File: src/rtl/nearest_neighbor_scale_address_gen_assert.svh
// ---------------------------------------------------------------------------
// Assertion macros for the nearest neighbor scaling address generator
// Clocked on i_clk, disabled while i_rst_n is low.
// ---------------------------------------------------------------------------
`ifndef NEAREST_NEIGHBOR_SCALE_ADDRESS_GEN_ASSERT_SVH
`define NEAREST_NEIGHBOR_SCALE_ADDRESS_GEN_ASSERT_SVH
`ifndef NO_ASSERTIONS
// antecedent implies consequent in the same cycle
`define NNSAG_ASSERT_IMPLY(name, ante, cons) \
    name: assert property (@(posedge i_clk) disable iff (!i_rst_n) (ante) |-> (cons)) \
        else $error("nnsag check failed");
// condition must never hold
`define NNSAG_ASSERT_NEVER(name, expr) \
    name: assert property (@(posedge i_clk) disable iff (!i_rst_n) !(expr)) \
        else $error("nnsag check failed");
`else
`define NNSAG_ASSERT_IMPLY(name, ante, cons)
`define NNSAG_ASSERT_NEVER(name, expr)
`endif
`endif

File: src/rtl/nnsag_pkg.sv
// ---------------------------------------------------------------------------
// nnsag_pkg
// Shared types and constants of the scaling address generator.
// ---------------------------------------------------------------------------
package nnsag_pkg;

    localparam int DimW    = 13;
    localparam int StrideW = 15;
    localparam int BufW    = 28;
    localparam int SrcOffW = 26;
    localparam int AddrW   = 5;
    localparam int DataW   = 32;
    localparam int DivLat  = DimW;     // one quotient bit per stage
    localparam int MaxDim  = 8192;
    localparam logic [DimW-1:0] DimMax = DimW'(MaxDim - 1);

    // register indexes
    typedef enum logic [2:0] {
        REG_SRC_W, REG_SRC_H, REG_PHYS_W, REG_PHYS_H,
        REG_REP_W, REG_REP_H, REG_STRIDE, REG_BUF
    } t_reg_idx;

    typedef struct packed {
        logic [DimW-1:0] dest_x;
        logic [DimW-1:0] dest_y;
    } t_in_word;

    typedef struct packed {
        logic               in_range;
        logic [SrcOffW-1:0] src_offset;
        logic [BufW-1:0]    dst_offset;
        logic [DimW-1:0]    eff_width;
        logic [DimW-1:0]    eff_height;
    } t_out_word;

    typedef struct packed {
        logic [DimW-1:0]    src_width;
        logic [DimW-1:0]    src_height;
        logic [DimW-1:0]    phys_width;
        logic [DimW-1:0]    phys_height;
        logic [DimW-1:0]    rep_width;
        logic [DimW-1:0]    rep_height;
        logic [StrideW-1:0] row_pitch;
        logic [BufW-1:0]    buffer_bytes;
    } t_cfg;

endpackage

File: src/rtl/nnsag_cfg.sv
// ---------------------------------------------------------------------------
// nnsag_cfg
// APB register file holding the geometry registers.
// ---------------------------------------------------------------------------
module nnsag_cfg
    import nnsag_pkg::*;
(
    input  logic             i_clk,
    input  logic             i_rst_n,
    input  logic             psel,
    input  logic             penable,
    input  logic             pwrite,
    input  logic [AddrW-1:0] paddr,
    input  logic [DataW-1:0] pwdata,
    output logic [DataW-1:0] prdata,
    output logic             pready,
    output t_cfg             o_cfg
);

    t_cfg     r_cfg;
    t_reg_idx idx;

    assign idx    = t_reg_idx'(paddr[AddrW-1:2]);
    assign pready = 1'b1;
    assign o_cfg  = r_cfg;

    // register writes
    always_ff @(posedge i_clk) begin
        if (!i_rst_n) begin
            r_cfg.src_width    <= DimW'(1920);
            r_cfg.src_height   <= DimW'(1080);
            r_cfg.phys_width   <= '0;
            r_cfg.phys_height  <= '0;
            r_cfg.rep_width    <= '0;
            r_cfg.rep_height   <= '0;
            r_cfg.row_pitch    <= '0;
            r_cfg.buffer_bytes <= '0;
        end else if (psel && penable && pwrite) begin
            case (idx)
                REG_SRC_W:  r_cfg.src_width    <= pwdata[DimW-1:0];
                REG_SRC_H:  r_cfg.src_height   <= pwdata[DimW-1:0];
                REG_PHYS_W: r_cfg.phys_width   <= pwdata[DimW-1:0];
                REG_PHYS_H: r_cfg.phys_height  <= pwdata[DimW-1:0];
                REG_REP_W:  r_cfg.rep_width    <= pwdata[DimW-1:0];
                REG_REP_H:  r_cfg.rep_height   <= pwdata[DimW-1:0];
                REG_STRIDE: r_cfg.row_pitch    <= pwdata[StrideW-1:0];
                REG_BUF:    r_cfg.buffer_bytes <= pwdata[BufW-1:0];
                default: ;
            endcase
        end
    end

    // readback
    always_comb begin
        case (idx)
            REG_SRC_W:  prdata = DataW'(r_cfg.src_width);
            REG_SRC_H:  prdata = DataW'(r_cfg.src_height);
            REG_PHYS_W: prdata = DataW'(r_cfg.phys_width);
            REG_PHYS_H: prdata = DataW'(r_cfg.phys_height);
            REG_REP_W:  prdata = DataW'(r_cfg.rep_width);
            REG_REP_H:  prdata = DataW'(r_cfg.rep_height);
            REG_STRIDE: prdata = DataW'(r_cfg.row_pitch);
            REG_BUF:    prdata = DataW'(r_cfg.buffer_bytes);
            default:    prdata = '0;
        endcase
    end

endmodule

File: config.mk
export PLATFORM = sky130hd
export DESIGN_NAME = nnsag_cfg
export DESIGN_NICKNAME = d
export VERILOG_FILES = /design/src/rtl/nearest_neighbor_scale_address_gen_assert.svh /design/src/rtl/nnsag_pkg.sv /design/src/rtl/nnsag_cfg.sv
export SDC_FILE = /design/constraint.sdc
export NUM_CORES = 1
export LEC_CHECK = 0
export BUFFER_PORTS_ARGS = -buffer_cell sky130_fd_sc_hd__buf_2
export CAP_MARGIN = 30
export CORE_ASPECT_RATIO = 0.8
export CORE_MARGIN = 5
export CORE_UTILIZATION = 40
export CTS_CLUSTER_SIZE = 30
export DETAILED_ROUTE_END_ITERATION = 6
export GPL_ROUTABILITY_DRIVEN = 0
export GPL_TIMING_DRIVEN = 0
export PLACE_DENSITY = 0.66
export SYNTH_ARGS = -nofsm -noshare
export SYNTH_HDL_FRONTEND = slang
export SYNTH_SLANG_ARGS = --single-unit
export TNS_END_PERCENT = 50
File: constraint.sdc
create_clock -name i_clk -period 2.9 [get_ports i_clk]
set_input_delay 0.58 -clock i_clk [delete_from_list [all_inputs] [get_ports i_clk]]
set_output_delay 0.58 -clock i_clk [all_outputs]
set_load 0.02 [all_outputs]
Word-level counts from Yosys, hierarchy flattened

Index checks and enable logic that the tools add are counted.

Eq/ne operators: 7
Mux-type cells: 1
Reduce and logical (&&, ||, !) cells: 11

Operators by type and width:

| kind               | count |
|---|---|
| $pmux 32 s8        | 1 |
| $reduce_and 2->1   | 8 |
| $eq 3x3->1 const B | 4 |
| $eq 3x2->1 const B | 2 |
| $eq 3x1->1 const B | 1 |
| $logic_not 3->1    | 1 |
| $logic_and 1x1->1  | 2 |

Flip-flop bits (word level): 121
Bits of input ports: 42
Output and inout bits: 154
Logic and storage cells: 27

Logic depth before layout (Yosys ltp)

Depth in word-level cells: 3
Depth in mapped cells: 7
Mapped depth without buffers: 4

Worst setup path before layout

OpenSTA, ideal clock, no wires.

Path type: in2out
Start: in paddr[3]
End: out prdata[7]
Arrival time: 1.727 ns
Required time: 2.320 ns
Setup slack: 0.593 ns
Stages on the path: 7
Buffers on the path: 3
Cell sequence: buf_6 -> buf_8 -> buf_6 -> mux2i_1 -> a221oi_1 -> a21oi_1 -> nor2_1

Cells in the longest elaborated chain, start to end: 2
Elaborated cells between the ends (all ways): 9
Those cells by class: eq/ne: 7; mux: 1; reduce/logical: 1

RTL lines:

| what                                     | RTL line        | text |
|---|---|---|
| start: declaration                       | nnsag_cfg.sv:13 | `input logic [AddrW-1:0] paddr,` |
| $eq 3x3->1, or another cell as far along | nnsag_cfg.sv:55 | `case (idx)` |
| $pmux 32 s8 (*)                          | nnsag_cfg.sv:55 |  |
| end: declaration                         | nnsag_cfg.sv:15 | `output logic [DataW-1:0] prdata,` |

Every way passes the cells marked *; elsewhere a longest branch is shown, timed or not. The select of a mux whose other input is x is not followed.

Worst setup path after layout

Start: in paddr[4]
End: out prdata[5]

Same word-level chain as after synthesis.

==> metrics.txt <==
status=finished, violations left; failing checks=DRC; clk_lat worst skew=between 0.4 and 0.5 ns; DRC viols=1; H-tree depth=4; core box area=14200 µm²; internal power=2.96 mW; endpoints failing setup=0; CP dominant cell by count=buf_2; yosys warns=0; Cells after Synth=703; count of different cell masters after synthesis=about 40; Crit path max-delay family=buffers and inverters; row count=39; largest net degree at the start of global routing=17; Final Hold Violating Endpoints=0; Tcrit/Tclk final=97.0%; crit start category=input port; drt wl/cell=approximately 20 µm; Clock Tree Root=clkbuf_16; PostCTS Resize Cnt=0; Layout Skew=0 ns; GRT Resource Usage Total=24.9%; WL met3=about 2500 µm; Die Ht=118 µm; share of layout cells above drive strength 1=29.9%; worst-path cell with the longest stage delay=nor2b_1; Avg Cell Area, Syn=approximately 8.3 µm²; final antenna-violating net count=0; Worst Min Path Start=pwdata[26]; starting density of the core=between 40% and 50%; dpl hpwl=approximately 16000 µm; Synth area leaders=dfxtp_1 42%, a21boi_1 14%, nand2_1 12%, o21ai_0 3.6%, mux2i_1 2.9%; Tmin final=~2.8 ns; Post-CTS Setup Bufs=0; Crit path largest cell delay=between 0.3 and 0.4 ns; First DRT Iteration DRCs=638; CTS clk-pin slew, worst paths=0.05 ns; dpl cells=around 1100; hold bufs inserted after CTS=0; Vias=5884; area of the mapped netlist=5820 µm²; worst-margin pin slew=0.676 ns; commonest non-fill, non-tap cell in the layout=buf_2; Worst setup EP type=output pin; first-pass GRT wire length=32600 µm; Finished Layout Cells=1089; combinational share of power=8.8%; cells along the critical path=buf_2, buf_4, nor2b_1, buf_2, a22o_1, a221oi_1, nor2_1, buf_2; share of the synthesized area in the top cell type=a little over two fifths; total CTS buffers=17; met2 wire len=about 9300 µm; vias per cell=5.40; Routed WL=21800 µm; TritonCTS clock tree=yes; setup TNS=0 ns; number of synthesized flops with an enable pin=0; post-synthesis sequential area ratio=41.7%; critical path arrival=between 2 and 2.5 ns; final net count=936; top routing layer used=met4; Tot Pwr=roughly 3.9 mW; Leakage Power=~3.3 nW; Synth Register Bits=121; Crit Path Class=input port to output pin; number of I/O port buffers=169; Max Root-Sink Buffers=2; R2R Path Start=o_cfg[43]; Switching Fraction=24.9%; vias in the first global route=5512; HP Class=input port to flop; post-synth top area cell=dfxtp_1; Util after Layout=52.2%; prevailing post-synth register cell=dfxtp_1; area growth from synthesis to layout=27.9%; Top Ports=196; Worst Setup SP=paddr[4]; fmax=about 360 MHz; most frequent cells in the layout=199 x buf_2, 188 x nand2_1, 121 x dfxtp_1; sequential share of power=roughly 43%; Power Density=about 530 nW/µm²; maximum fanout along the worst path=10; grt total ovfl=0; Switch Pwr=slightly below 1 mW; RSZ-0062 raised after global routing=false; wire length on met1=roughly 9600 µm; worst path bufs/invs=4; max cap viols=0; chip width=145 µm; final count of pins violating max slew=0; ys async rst share=0%; Worst EP required=about 2.3 ns; maximum vdd drop=approximately 0.42 mV; Die Area=17100 µm²; initial antenna violation count=0; DR pass1 iterations=7; n_diodes=0; slew margin rel.=55.0%; Clk network pwr share=48.4%; Largest register FFs=121; # clock sinks=121
==> path summary, 6_finish.rpt <==
check                           slack, ns         to  cells after the start
worst max-delay path                 0.09  prdata[5]                      8
worst min-delay path                 0.41  o_cfg[26]                      3
worst min register to register       0.46  o_cfg[16]                      2
worst max register to register       2.17  o_cfg[43]                      2
==> power by group through the flow <==
stage / logic (mW) / clock network (mW) / registers (mW)
after floorplan: 0.202 / 0 / 1.74
after global placement: 0.339 / 0 / 1.72
after detailed placement: 0.340 / 0 / 1.72
after CTS: 0.341 / 1.92 / 1.69
after global routing: 0.367 / 2.01 / 1.69
final: 0.347 / 1.91 / 1.69
==> cells by family after synthesis <==
| logic type | count (synthesis) | share of synthesized area [%] |
|---|---|---|
| simple gates | 262 | 19.5 |
| mux | 30 | 6.15 |
| other cells | 2 | 0.129 |
| compound gates | 202 | 24.9 |
| flops | 121 | 41.7 |
| buf+inv | 86 | 7.62 |
==> worst min-delay path, cell delays in order <==
cell      delay (ns)
buf_2           0.10
nand2_1         0.04
a21boi_1        0.05
==> cell usage after synthesis, types with 8 or more instances <==
library cell	number
a21boi_1	105
a221oi_1	19
a22o_1	11
and2_1	13
buf_2	30
buf_4	15
clkbuf_1	25
dfxtp_1	121
inv_1	12
mux2_4	8
mux2i_1	17
nand2_1	188
nand3_1	9
nor2_1	29
o21ai_0	42
o21ai_1	10
==> area by class of cell <==
class / count / area (µm²)
Clock inverter: 7 / 45.0
Sequential cell: 121 / 2420
Buffer: 74 / 398
Fill cell: 1381 / 6810
Clock buffer: 23 / 488
Timing Repair Buffer: 169 / 846
Inverter: 12 / 45.0
Multi-Input combinational cell: 499 / 2960
Tap cell: 184 / 230
==> layer usage <==
metal	vias to the layer above	GRT usage [%]
met5	-	0
met4	0	6.12
met3	33	6.82
met2	313	36.2
met1	2792	36.5
li1	2746	-
==> metrics by stage <==
step           setup slack (ns)  hold slack [ns]  cell area (µm²)
3_5_place_dp              0.114            0.456             6900
5_1_grt                  0.0284            0.418             7440
2_1_floorplan             0.593            0.539             5830
3_3_place_gp              0.132            0.453             6900
6_report                 0.0877            0.409             7440
4_1_cts                   0.113            0.402             7440
Note: power is estimated with default switching activity, not from simulation.
