$ cat src/rtl/nearest_neighbor_scale_address_gen_assert.svh
// ---------------------------------------------------------------------------
// Assertion macros for the nearest neighbor scaling address generator
// Clocked on i_clk, disabled while i_rst_n is low.
// ---------------------------------------------------------------------------
`ifndef NEAREST_NEIGHBOR_SCALE_ADDRESS_GEN_ASSERT_SVH
`define NEAREST_NEIGHBOR_SCALE_ADDRESS_GEN_ASSERT_SVH
`ifndef NO_ASSERTIONS
// antecedent implies consequent in the same cycle
`define NNSAG_ASSERT_IMPLY(name, ante, cons) \
    name: assert property (@(posedge i_clk) disable iff (!i_rst_n) (ante) |-> (cons)) \
        else $error("nnsag check failed");
// condition must never hold
`define NNSAG_ASSERT_NEVER(name, expr) \
    name: assert property (@(posedge i_clk) disable iff (!i_rst_n) !(expr)) \
        else $error("nnsag check failed");
`else
`define NNSAG_ASSERT_IMPLY(name, ante, cons)
`define NNSAG_ASSERT_NEVER(name, expr)
`endif
`endif

$ cat src/rtl/nnsag_pkg.sv
// ---------------------------------------------------------------------------
// nnsag_pkg
// Shared types and constants of the scaling address generator.
// ---------------------------------------------------------------------------
package nnsag_pkg;

    localparam int DimW    = 13;
    localparam int StrideW = 15;
    localparam int BufW    = 28;
    localparam int SrcOffW = 26;
    localparam int AddrW   = 5;
    localparam int DataW   = 32;
    localparam int DivLat  = DimW;     // one quotient bit per stage
    localparam int MaxDim  = 8192;
    localparam logic [DimW-1:0] DimMax = DimW'(MaxDim - 1);

    // register indexes
    typedef enum logic [2:0] {
        REG_SRC_W, REG_SRC_H, REG_PHYS_W, REG_PHYS_H,
        REG_REP_W, REG_REP_H, REG_STRIDE, REG_BUF
    } t_reg_idx;

    typedef struct packed {
        logic [DimW-1:0] dest_x;
        logic [DimW-1:0] dest_y;
    } t_in_word;

    typedef struct packed {
        logic               in_range;
        logic [SrcOffW-1:0] src_offset;
        logic [BufW-1:0]    dst_offset;
        logic [DimW-1:0]    eff_width;
        logic [DimW-1:0]    eff_height;
    } t_out_word;

    typedef struct packed {
        logic [DimW-1:0]    src_width;
        logic [DimW-1:0]    src_height;
        logic [DimW-1:0]    phys_width;
        logic [DimW-1:0]    phys_height;
        logic [DimW-1:0]    rep_width;
        logic [DimW-1:0]    rep_height;
        logic [StrideW-1:0] row_pitch;
        logic [BufW-1:0]    buffer_bytes;
    } t_cfg;

endpackage

$ cat src/rtl/nnsag_div.sv
// ---------------------------------------------------------------------------
// nnsag_div
// Pipelined restoring divider, one quotient bit per stage, 13 stages.
// Dividend must be below divisor * 2^13.
// ---------------------------------------------------------------------------
module nnsag_div
    import nnsag_pkg::*;
(
    input  logic               i_clk,
    input  logic [BufW-1:0]    i_dividend,
    input  logic [StrideW-1:0] i_divisor,
    output logic [DimW-1:0]    o_quotient
);

    logic [StrideW-1:0] r_rem [DivLat];
    logic [DimW-1:0]    r_low [DivLat];
    logic [DimW-1:0]    r_quo [DivLat];
    logic [StrideW-1:0] r_dsr [DivLat];
    logic [StrideW-1:0] n_rem [DivLat];
    logic [DimW-1:0]    n_low [DivLat];
    logic [DimW-1:0]    n_quo [DivLat];
    logic [StrideW-1:0] n_dsr [DivLat];
    logic [StrideW-1:0] s_rem [DivLat];
    logic [DimW-1:0]    s_low [DivLat];
    logic [DimW-1:0]    s_quo [DivLat];
    logic [StrideW-1:0] s_dsr [DivLat];

    // stage inputs: first stage from the ports, the rest from the previous stage
    always_comb begin
        s_rem[0] = i_dividend[BufW-1:DimW];
        s_low[0] = i_dividend[DimW-1:0];
        s_quo[0] = '0;
        s_dsr[0] = i_divisor;
        for (int k = 1; k < DivLat; k++) begin
            s_rem[k] = r_rem[k-1];
            s_low[k] = r_low[k-1];
            s_quo[k] = r_quo[k-1];
            s_dsr[k] = r_dsr[k-1];
        end
    end

    // one compare/subtract per stage
    always_comb begin
        logic [StrideW:0] trial;
        logic             ge;
        for (int k = 0; k < DivLat; k++) begin
            trial    = {s_rem[k], s_low[k][DimW-1]};
            ge       = trial >= {1'b0, s_dsr[k]};
            n_rem[k] = ge ? StrideW'(trial - {1'b0, s_dsr[k]}) : trial[StrideW-1:0];
            n_low[k] = {s_low[k][DimW-2:0], 1'b0};
            n_quo[k] = {s_quo[k][DimW-2:0], ge};
            n_dsr[k] = s_dsr[k];
        end
    end

    always_ff @(posedge i_clk) begin
        for (int k = 0; k < DivLat; k++) begin
            r_rem[k] <= n_rem[k];
            r_low[k] <= n_low[k];
            r_quo[k] <= n_quo[k];
            r_dsr[k] <= n_dsr[k];
        end
    end

    assign o_quotient = r_quo[DivLat-1];

endmodule

$ cat config.mk
export PLATFORM = sky130hd
export DESIGN_NAME = nnsag_div
export DESIGN_NICKNAME = d
export VERILOG_FILES = /design/src/rtl/nearest_neighbor_scale_address_gen_assert.svh /design/src/rtl/nnsag_pkg.sv /design/src/rtl/nnsag_div.sv
export SDC_FILE = /design/constraint.sdc
export NUM_CORES = 1
export LEC_CHECK = 0
export ABC_AREA = 1
export BUFFER_PORTS_ARGS = -buffer_cell sky130_fd_sc_hd__buf_2
export CORE_UTILIZATION = 45
export CTS_CLUSTER_DIAMETER = 40
export DETAILED_ROUTE_END_ITERATION = 6
export GPL_ROUTABILITY_DRIVEN = 0
export PLACE_DENSITY_LB_ADDON = 0.08
export SLEW_MARGIN = 0
export SYNTH_ARGS = -nofsm -noshare
export SYNTH_HDL_FRONTEND = slang
export SYNTH_SLANG_ARGS = --single-unit
$ cat constraint.sdc
create_clock -name i_clk -period 1.75 [get_ports i_clk]
set_input_delay 0.35 -clock i_clk [delete_from_list [all_inputs] [get_ports i_clk]]
set_output_delay 0.35 -clock i_clk [all_outputs]
set_load 0.05 [all_outputs]
; ---- Yosys cells after proc, flatten, opt, wreduce, memory -nomap -nowiden
; Memory sizes are Yosys's and may differ from the RTL's.
; Index checks and enable logic that the tools add are counted.
[op_classes]
addsub = 13
n_lt_le_gt_ge = 13
mux = 13
[op_table]
columns = cell, count
row1 = >= comparator 16 x 15 -> 1 bit, 13
row2 = 2-to-1 mux 15 bit, 13
row3 = subtractor 15 bit, 13
[word_totals]
register_bits = 0
memories = 4
output_inout_bits = 13
wordCells = 43
ramBits = 715
in_bits = 44
[mem_list]
columns = name, depth, width, read_ports, rd_ports_with_merged_regs, write_ports, line_no
row1 = r_dsr, 13, 15, 12, 0, 13, nnsag_div.sv:18  ; logic [StrideW-1:0] r_dsr [DivLat];
row2 = r_rem, 13, 15, 12, 0, 13, nnsag_div.sv:15  ; logic [StrideW-1:0] r_rem [DivLat];
row3 = r_quo, 13, 13, 13, 0, 13, nnsag_div.sv:17  ; logic [DimW-1:0] r_quo [DivLat];
row4 = r_low, 13, 12, 12, 0, 13, nnsag_div.sv:16  ; logic [DimW-1:0] r_low [DivLat];

; ---- Longest topological paths before layout
; Gate-level depths: netlist (run 1).
; An unclocked memory read counts as a cell.
[logic_depth]
depth_word = 3
depth_mapped = 14
ltp_nobuf = 13

; ---- Worst setup path after synthesis (run 1)
; No wires, ideal clock.
[synth_timing]
path_kind = input to register
startpoint = in i_dividend[12]
endpoint = mem r_rem[0][5]
setup_ns = 0.121
t_arrival_ns = 1.759
path_slack_ns = -0.130
path_stages = 12
t_required_ns = 1.629
n_path_buf = 1
path_cell_list = inv_1 -> ha_1 -> fa_1 -> inv_1 -> nand2_1 -> nand2_1 -> nand3_1 -> nand2_1 -> nand2_2 -> nand3_4 -> buf_6 -> o21ai_0
[synth_rtl]
columns = item, line_no
row1 = start: declaration, nnsag_div.sv:10  ; input logic [BufW-1:0] i_dividend,
row2 = end: declaration, nnsag_div.sv:15

==> impl_metrics.yaml, run 1 <==
run_status:
  status: "complete, but fails checks"
  violations: "negative setup slack"
grt:
  antenna_found_initial: 0
  track_usage_pct: 24.5
  gr-total-overflow: 0
  grt_pass1_vias: 23400
  grt_max_degree: 26
  grt_pass1_wl_um: 112000
route:
  drt_iter0_drc: 1109
  routedWlPerCell_um: 14.4
  drt.antenna.violating_nets: 0
  first_pass_iters: 6
  drc: 0
  routed_wl_um: 71900
  viasPerCell: 4.73
  vias: 23600
die:
  pin_count: 57
  rows: 86
  die_area_um2: 56800
  fp.dieH_um: 238
  die_w_um: 238
  initial_core_util_pct: 45.6
  core_um2: 55100
layout:
  seqCellArea_um2: 10800
  nets: 4429
  drive_above_1_share_pct: 36.5
  area_growth_pct: 48.2
  design_area_um2: 37200
  antennaDiodeCount: 0
  nFillCells: 4576
  multi_input_area_um2: 15200
placement:
  dpl_cell_area_um2: 29300
  io_buffers: 56
  dp_hpwl_um: 51800
clock_tree:
  clockRootBuffer: "clkbuf_16"
  cts_tree: "built"
  clk_latency_ps: 620
  cts.sinks: 529
  clockBufferDepth: 3
  path_clk_slew_ps: 60
  cts_made_buffers: 80
  htree_levels: 3
timing:
  relSlewSlack_pct: 78.2
  fmax_mhz: 549
  worstMarginPinSlew_ps: 324
  hold_viol_final: 0
  finalCritPeriodShare_pct: 104
  final_max_slew_viol_count: 0
  setup_viol: 105
  rsz0062_at_grt: "yes"
  hold_ws_ps: 26.5
  skew_ps: 22.4
  setup_slack_ps: -72.7
  fin_crit_ps: 1820
setup_path:
  startpoint_type: "flip-flop"
  arrival_ps: 2380
  cp_max_fo: 4
  rrSetupSlack_ps: -70
  critPathRequiredTime_ps: 2310
  path_class: "flip-flop to flip-flop"
  critPathCaptureType: "flip-flop"
synthesis:
  yosysMostFrequentCell: "nand2_1"
  yosys-top-cells-count: "nand2_1, inv_1, dfxtp_1"
  syn-num-nets: 3773
  yosysWarnings: 0
  syn-instance-count: 3522
  syn_avg_cell_area_um2: 7.13
  synth_edf_count: 0
  ys_ff_latch: 529
  ys.flop_type: "dfxtp_1"
  synth.distinct_cells: 30
  yosysTopAreaCell: "dfxtp_1"
  synth_area_um2: 25100
  yosysSeqAreaShare_pct: 42.2
  async_flop_share_pct: 0
  netlist_top_cells_area: "dfxtp_1, nand2_1, inv_1"
  synth.top_cell.area_share_pct: 42.2
power_and_ir_drop:
  p_sw_uw: 30100
  internal-power_uw: 42900
  switching_share_pct: 41.2
  seqPwrFrac_pct: 25.1
  comb_power_share_pct: 54.0
  p_leak_uw: 0.0196
  ir_drop_mv: 0.997
  power.density_nw_per_um2: 1960
  clkPwrFrac_pct: 21.0
hold_path:
  hold_class: "input port to flip-flop"
job:
  maxCapViolCount: 0
## registers in the layout, indices dropped and copies added (netlist names)
signal  cells
r_quo      91
r_rem     180
r_low      78
r_dsr     180
## area by class of cell
class	instances	share of cell area [%]
Timing Repair inverter	5	0.118
Sequential cell	529	29.0
Multi-Input combinational cell	2263	40.9
Timing Repair Buffer	588	12.9
Inverter	711	7.44
Clock inverter	45	1.29
Clock buffer	97	5.80
Tap cell	748	2.51
## layout by cell type (no fill, tap or decap), types with 107 or more instances in the layout
cell     count
nor2_1     163
nand3_1    109
nand2_2    209
nand2_1   1011
nand3_2    113
dfxtp_1    396
inv_1      639
ha_4       107
buf_4      454
dfxtp_2    124
## worst paths after layout
kind,end,start,cells after the start
worst min register to register,r_low[0][27],r_low[0][14],0
worst min-delay path,r_dsr[0][1],i_divisor[1],2
worst max-delay path,r_rem[0][57],r_dsr[0][38],12
worst max register to register,r_rem[0][57],r_dsr[0][38],12
## critical path, stage by stage, from the launching register on
cell and delay, ps:
dfxtp_1 360, inv_1 90, ha_4 300, nand2_1 90, nor2_2 130, inv_1 90, nor2_2 110, nand2_2 80
nand2_4 90, buf_12 130, clkbuf_16 140, nand3_2 80, nand2_1 60
## cell families after synthesis
| logic type | synth area share (%) |
|---|---|
| adder cells (fa/ha/maj) | 10.7 |
| flip-flops | 42.2 |
| XOR/XNOR | 2.16 |
| AO/OA/AOI/OAI | 2.61 |
| buffers and inverters | 11.4 |
| AND/OR/NAND/NOR | 31.0 |
## stage by stage
step | instances | util (%) | total power [uW] | TNS, ps | setup WS [ps]
detailed placement | 4710 | 53.2 | 46500 | -23820 | -279
CTS | 4940 | 62.8 | 67400 | -2720 | -75.5
global placement | 4710 | 53.2 | 45900 | -20530 | -361
global route | 4986 | 67.6 | 78400 | -16200 | -158
finish | 4986 | 67.6 | 73000 | -2790 | -72.7
floorplan | 3522 | - | 35800 | 0 | 1.74
## repair_timing
item | in CTS | in global routing
cloned | 14 | 11
gates resized for setup | 478 | 529
pin swaps | 128 | 204
hold buffers | 27 | 0
endpoints found under the hold margin | 27 | 0
endpoints found under the setup margin | 168 | 191
buffers inserted | 47 | 37
## layer usage
layer  wire, um  share of wire (%)  GRT usage, %  up-vias
li1           -                  -             -    12100
met1      28300                 39          26.6    10900
met2      38200                 53          46.6      451
met3       2530                3.5          3.99      192
met4       2820                3.9          9.71        0
met5          0                  0             0        -
## power by group through the flow
| stage | combinational (uW) | clock (uW) | sequential, uW |
|---|---|---|---|
| after detailed placement | 28500 | 0 | 18000 |
| after global routing | 43600 | 16300 | 18600 |
| after global placement | 28000 | 0 | 17900 |
| after floorplan | 18500 | 0 | 17200 |
| after CTS | 33900 | 15600 | 17900 |
| final | 39400 | 15300 | 18300 |
Note: power is estimated with default switching activity, not from simulation.
==> inputs of run 2 (changes only) <==
--- a/config.mk
+++ b/config.mk
@@ -12,7 +12,8 @@
 export DETAILED_ROUTE_END_ITERATION = 6
 export GPL_ROUTABILITY_DRIVEN = 0
 export PLACE_DENSITY_LB_ADDON = 0.08
-export SLEW_MARGIN = 0
+export REMOVE_ABC_BUFFERS = 1
+export SLEW_MARGIN = 30
 export SYNTH_ARGS = -nofsm -noshare
 export SYNTH_HDL_FRONTEND = slang
 export SYNTH_SLANG_ARGS = --single-unit
==> impl_metrics.yaml, run 2 (synthesized netlist as in run 1, its figures left out) <==
layout:
  antennaDiodeCount: 0
  final_cell_mix: "nand2_1, inv_1, buf_4"
  nFillCells: 4538
  seqCellArea_um2: 10700
  final_util_pct: 67.2
  design_area_um2: 37000
  area_growth_pct: 47.4
  reg.largest.list: "r_dsr: 180 flops, r_rem: 180 flops, r_quo: 91 flops"
  drive_above_1_share_pct: 34.7
  nets: 4452
  final_common_cell: "nand2_1"
  multi_input_area_um2: 14900
die:
  fp.dieH_um: 238
  rows: 86
  die_area_um2: 56800
  core_um2: 55100
  die_w_um: 238
  pin_count: 57
  initial_core_util_pct: 45.6
timing:
  relSlewSlack_pct: 76.1
  finalCritPeriodShare_pct: 106
  skew_ps: 12.9
  fmax_mhz: 537
  hold_ws_ps: 115
  rsz0062_at_grt: "yes"
  final_max_slew_viol_count: 0
  setup_slack_ps: -113
  setup_viol: 96
  hold_viol_final: 0
  worstMarginPinSlew_ps: 354
  fin_crit_ps: 1860
run_status:
  violations: "negative setup slack"
  status: "complete, but fails checks"
setup_path:
  cp_top_family: "simple AND/OR/NAND/NOR gates"
  arrival_ps: 2420
  worst-path-buf-inv: 4
  cp_max_fo: 3
  cp_slowest_cell: "fa_2"
  crit_chain: "inv_2, ha_4, fa_2, inv_2, nand2_2, nand2_2, nand3_2, nand2_2, nand2_4, nand3_4, buf_6, buf_6, nand3_4, nand2_4"
  startpoint_type: "flip-flop"
  slowest_delay_ps: 370
  path_class: "flip-flop to flip-flop"
  startpoint: "r_low[0][47]"
  critPathRequiredTime_ps: 2310
  crit_top_cell: "nand2_2"
  critPathCaptureType: "flip-flop"
  r2r-start: "r_low[0][47]"
power_and_ir_drop:
  power.density_nw_per_um2: 1970
  power_uw: 72900
  ir_drop_mv: 1.15
  p_leak_uw: 0.0197
grt:
  grt_pass1_wl_um: 110000
  gr-total-overflow: 0
  antenna_found_initial: 0
  track_usage_pct: 24.0
  grt_max_degree: 26
  grt_pass1_vias: 23100
job:
  maxCapViolCount: 0
placement:
  dpl_cell_area_um2: 29500
  dp_hpwl_um: 51700
  io_buffers: 56
hold_path:
  hold_class: "input port to flip-flop"
  hp-start: "i_dividend[24]"
route:
  first_pass_iters: 7
  vias: 23500
  drt_iter0_drc: 1051
  drc: 0
  routed_wl_um: 70800
  viasPerCell: 4.68
  drt.antenna.violating_nets: 0
  routedWlPerCell_um: 14.1
clock_tree:
  cts_made_buffers: 76
  path_clk_slew_ps: 60
  cts.sinks: 529
  clk_latency_ps: 610
  clockBufferDepth: 3
  clockRootBuffer: "clkbuf_16"
  cts_tree: "built"
  htree_levels: 3
-- run 2: changes by cell type in the layout (fill, tap and decap cells not counted), sizes merged --
cell,before,now
buf,557,586
inv,726,740
clkbuf,101,94
clkinv,24,17
clkinvlp,8,5
nand3,242,239
bufinv,3,5
dlygate4sd3,27,28
-- run 2: per-layer routing --
layer	vias up	wire length (um)	GRT usage, %
li1	12100	-	-
met3	210	2330	3.76
met2	452	36900	46.2
met1	10700	28400	25.8
met5	-	0	0
met4	0	3100	9.97
-- run 2: path summary, 6_finish.rpt --
| kind | to | slack [ps] | cells past startpoint |
|---|---|---|---|
| worst min register to register | r_quo[1][48] | 320 | 0 |
| worst max-delay path | r_rem[1][13] | -110 | 14 |
| worst max register to register | r_rem[1][13] | -110 | 14 |
| worst min-delay path | r_rem[0][12] | 110 | 4 |
-- run 2: layout make-up --
cell class | count | share of cell area (%)
multi-input combinational | 2260 | 40.1
sequential | 529 | 29.0
timing repair buffer | 616 | 13.5
inverter | 711 | 7.45
clock buffer | 92 | 5.69
tap | 748 | 2.53
clock inverter | 49 | 1.53
timing repair inverter | 7 | 0.159
-- run 2: through the flow --
step           instances  TNS [ps]  setup WS (ps)
5_1_grt             5012    -17630           -218
3_5_place_dp        4749    -31080           -371
2_1_floorplan       3498    -11950           -102
6_report            5012     -3410           -113
3_3_place_gp        4749    -24330           -306
4_1_cts             4982     -5650           -114
-- run 2: where the power goes --
part / switching (uW) / leakage [uW] / total, uW / internal (uW)
Clock: 5990 / 0.00131 / 15600 / 9600
Sequential: 2580 / 0.00446 / 18200 / 15600
Combinational: 21300 / 0.0140 / 39200 / 17800
Total: 29900 / 0.0197 / 72900 / 43000
-- run 2: worst min-delay path, delay by kind of cell --
family / cells / cell delay, ps
buffers and inverters: 2 / 190
and+or+nand+nor: 2 / 140
-- run 2: repair_timing --
item / 4_1_cts / 5_1_grt
pin swaps: 149 / 186
resized for setup: 482 / 476
cloned: 13 / 9
buffers inserted: 52 / 25
hold buffers: 28 / 0
hold endpoints to repair: 28 / 0
endpoints found under the setup margin: 173 / 190
==> inputs of run 3 (changes only) <==
--- a/config.mk
+++ b/config.mk
@@ -10,9 +10,10 @@
 export CORE_UTILIZATION = 45
 export CTS_CLUSTER_DIAMETER = 40
 export DETAILED_ROUTE_END_ITERATION = 6
-export GPL_ROUTABILITY_DRIVEN = 0
+export GPL_TIMING_DRIVEN = 0
 export PLACE_DENSITY_LB_ADDON = 0.08
 export REMOVE_ABC_BUFFERS = 1
+export SKIP_LAST_GASP = 1
 export SLEW_MARGIN = 30
 export SYNTH_ARGS = -nofsm -noshare
 export SYNTH_HDL_FRONTEND = slang
==> impl_metrics.yaml, run 3 (synthesized netlist as in run 1, its figures left out) <==
clock_tree:
  cts_tree: "built"
  htree_levels: 3
  cts.sinks: 529
  cts_made_buffers: 75
  clockBufferDepth: 3
  clockRootBuffer: "clkbuf_16"
  path_clk_slew_ps: 50
  clk_latency_ps: 610
setup_path:
  worst-path-stages: 14
  crit_path_end: "r_rem[2][25]"
  rrSetupSlack_ps: -150
  cp_slowest_cell: "fa_2"
  critPathRequiredTime_ps: 2240
  ff2ff_path_depth: 14
  crit_chain: "inv_2, ha_4, fa_2, inv_2, nand2_2, nand2_2, nand3_2, nand3_2, nand2_4, nand2_8, buf_6, inv_8, nand2_2, nand2_2"
  path_class: "flip-flop to flip-flop"
  slowest_delay_ps: 360
  critPathCaptureType: "flip-flop"
  worstReg2RegEnd: "r_rem[2][25]"
  r2r-start: "r_low[2][11]"
  worst-path-buf-inv: 4
  arrival_ps: 2390
  startpoint_type: "flip-flop"
  startpoint: "r_low[2][11]"
  cp_max_fo: 7
  cp_top_family: "simple AND/OR/NAND/NOR gates"
  crit_top_cell: "nand2_2"
route:
  viasPerCell: 4.74
  drt.antenna.violating_nets: 0
  drc: 0
  first_pass_iters: 5
  drt_iter0_drc: 1145
  routedWlPerCell_um: 14.5
  routed_wl_um: 67600
  vias: 22100
placement:
  io_buffers: 56
  dp_hpwl_um: 47400
  gp_congestion: 0.899
  placed_cells: 4302
  dpl_cell_area_um2: 26100
grt:
  grt_pass1_wl_um: 109000
  grt_pass1_vias: 22200
  antenna_found_initial: 0
  grt_max_degree: 26
  track_usage_pct: 23.9
  gr-total-overflow: 0
die:
  fp.dieH_um: 238
  pin_count: 57
  die_w_um: 238
  rows: 86
  core_um2: 55100
  die_area_um2: 56800
  initial_core_util_pct: 45.6
timing:
  skew_ps: 22.1
  rsz0062_at_grt: "yes"
  final_max_slew_viol_count: 0
  finalCritPeriodShare_pct: 109
  relSlewSlack_pct: 72.1
  setup_slack_ps: -149
  hold_viol_final: 0
  hold_ws_ps: 43.3
  worstMarginPinSlew_ps: 415
  fin_crit_ps: 1900
  setup_viol: 156
  fmax_mhz: 527
layout:
  antennaDiodeCount: 0
  multi_input_area_um2: 15200
  final_cells: 4661
  final_util_pct: 63.0
  seqCellArea_um2: 10700
  final_cell_mix: "nand2_1, inv_1, dfxtp_1"
  nFillCells: 4761
  area_growth_pct: 38.3
  drive_above_1_share_pct: 28.5
  nets: 4106
  design_area_um2: 34700
  reg.largest.list: "r_dsr: 180 flops, r_rem: 180 flops, r_quo: 91 flops"
  final_common_cell: "nand2_1"
power_and_ir_drop:
  power_uw: 69800
  power.density_nw_per_um2: 2010
  ir_drop_mv: 0.985
  p_leak_uw: 0.0180
job:
  maxCapViolCount: 0
run_status:
  status: "complete, but fails checks"
  violations: "negative setup slack"
hold_path:
  hold_class: "input port to flip-flop"
-- run 3: layout make-up --
class	count	share of cell area, %
multi-input cells	2267	43.8
flip-flops and latches	529	30.9
inverters	711	8.04
repair buffers	263	6.83
clock buffers	88	5.84
well taps	748	2.69
clock inverters	47	1.66
repair inverters	8	0.238
-- run 3: what timing repair did --
action | in CTS | in global routing
setup buffers | 144 | 25
gates resized for setup | 689 | 275
endpoints found under the hold margin | 34 | 0
cloned | 23 | 2
pin swaps | 199 | 136
hold buffers | 34 | 0
endpoints found under the setup margin | 176 | 189
-- run 3: how the worst min path moves through the flow --
stage                         from           end  slack [ps]  cells after the start
finish              i_dividend[12]   r_rem[0][0]          40                      3
detailed placement     r_low[0][8]  r_low[0][21]         310                      0
floorplan              r_low[0][0]  r_low[0][13]         310                      0
global route        i_dividend[12]   r_rem[0][0]          40                      3
global placement      r_quo[1][17]  r_quo[1][31]         310                      0
CTS                 i_dividend[12]   r_rem[0][0]          20                      3
-- run 3: report_power, final --
part	internal [uW]	switching, uW
Sequential	15600	2680
Clock	9530	5750
Combinational	15400	20800
-- run 3: per-layer routing --
metal	part of all wire (%)	track usage [%]	vias to the layer above
met4	5.2	12.9	0
met5	0	0	-
met1	41	26.6	10100
li1	-	-	11400
met3	3.5	3.86	198
met2	51	43.6	434
-- run 3: through the flow --
step	setup slack, ps	TNS (ps)
after floorplan	-102	-11950
after global placement	-716	-102060
after detailed placement	-698	-103910
after CTS	-143	-11490
after global routing	-241	-23540
final	-149	-9120
-- run 3: worst min-delay path, cell delays in order --
cell,delay (ps)
buf_2,100
inv_1,60
o21ai_1,80
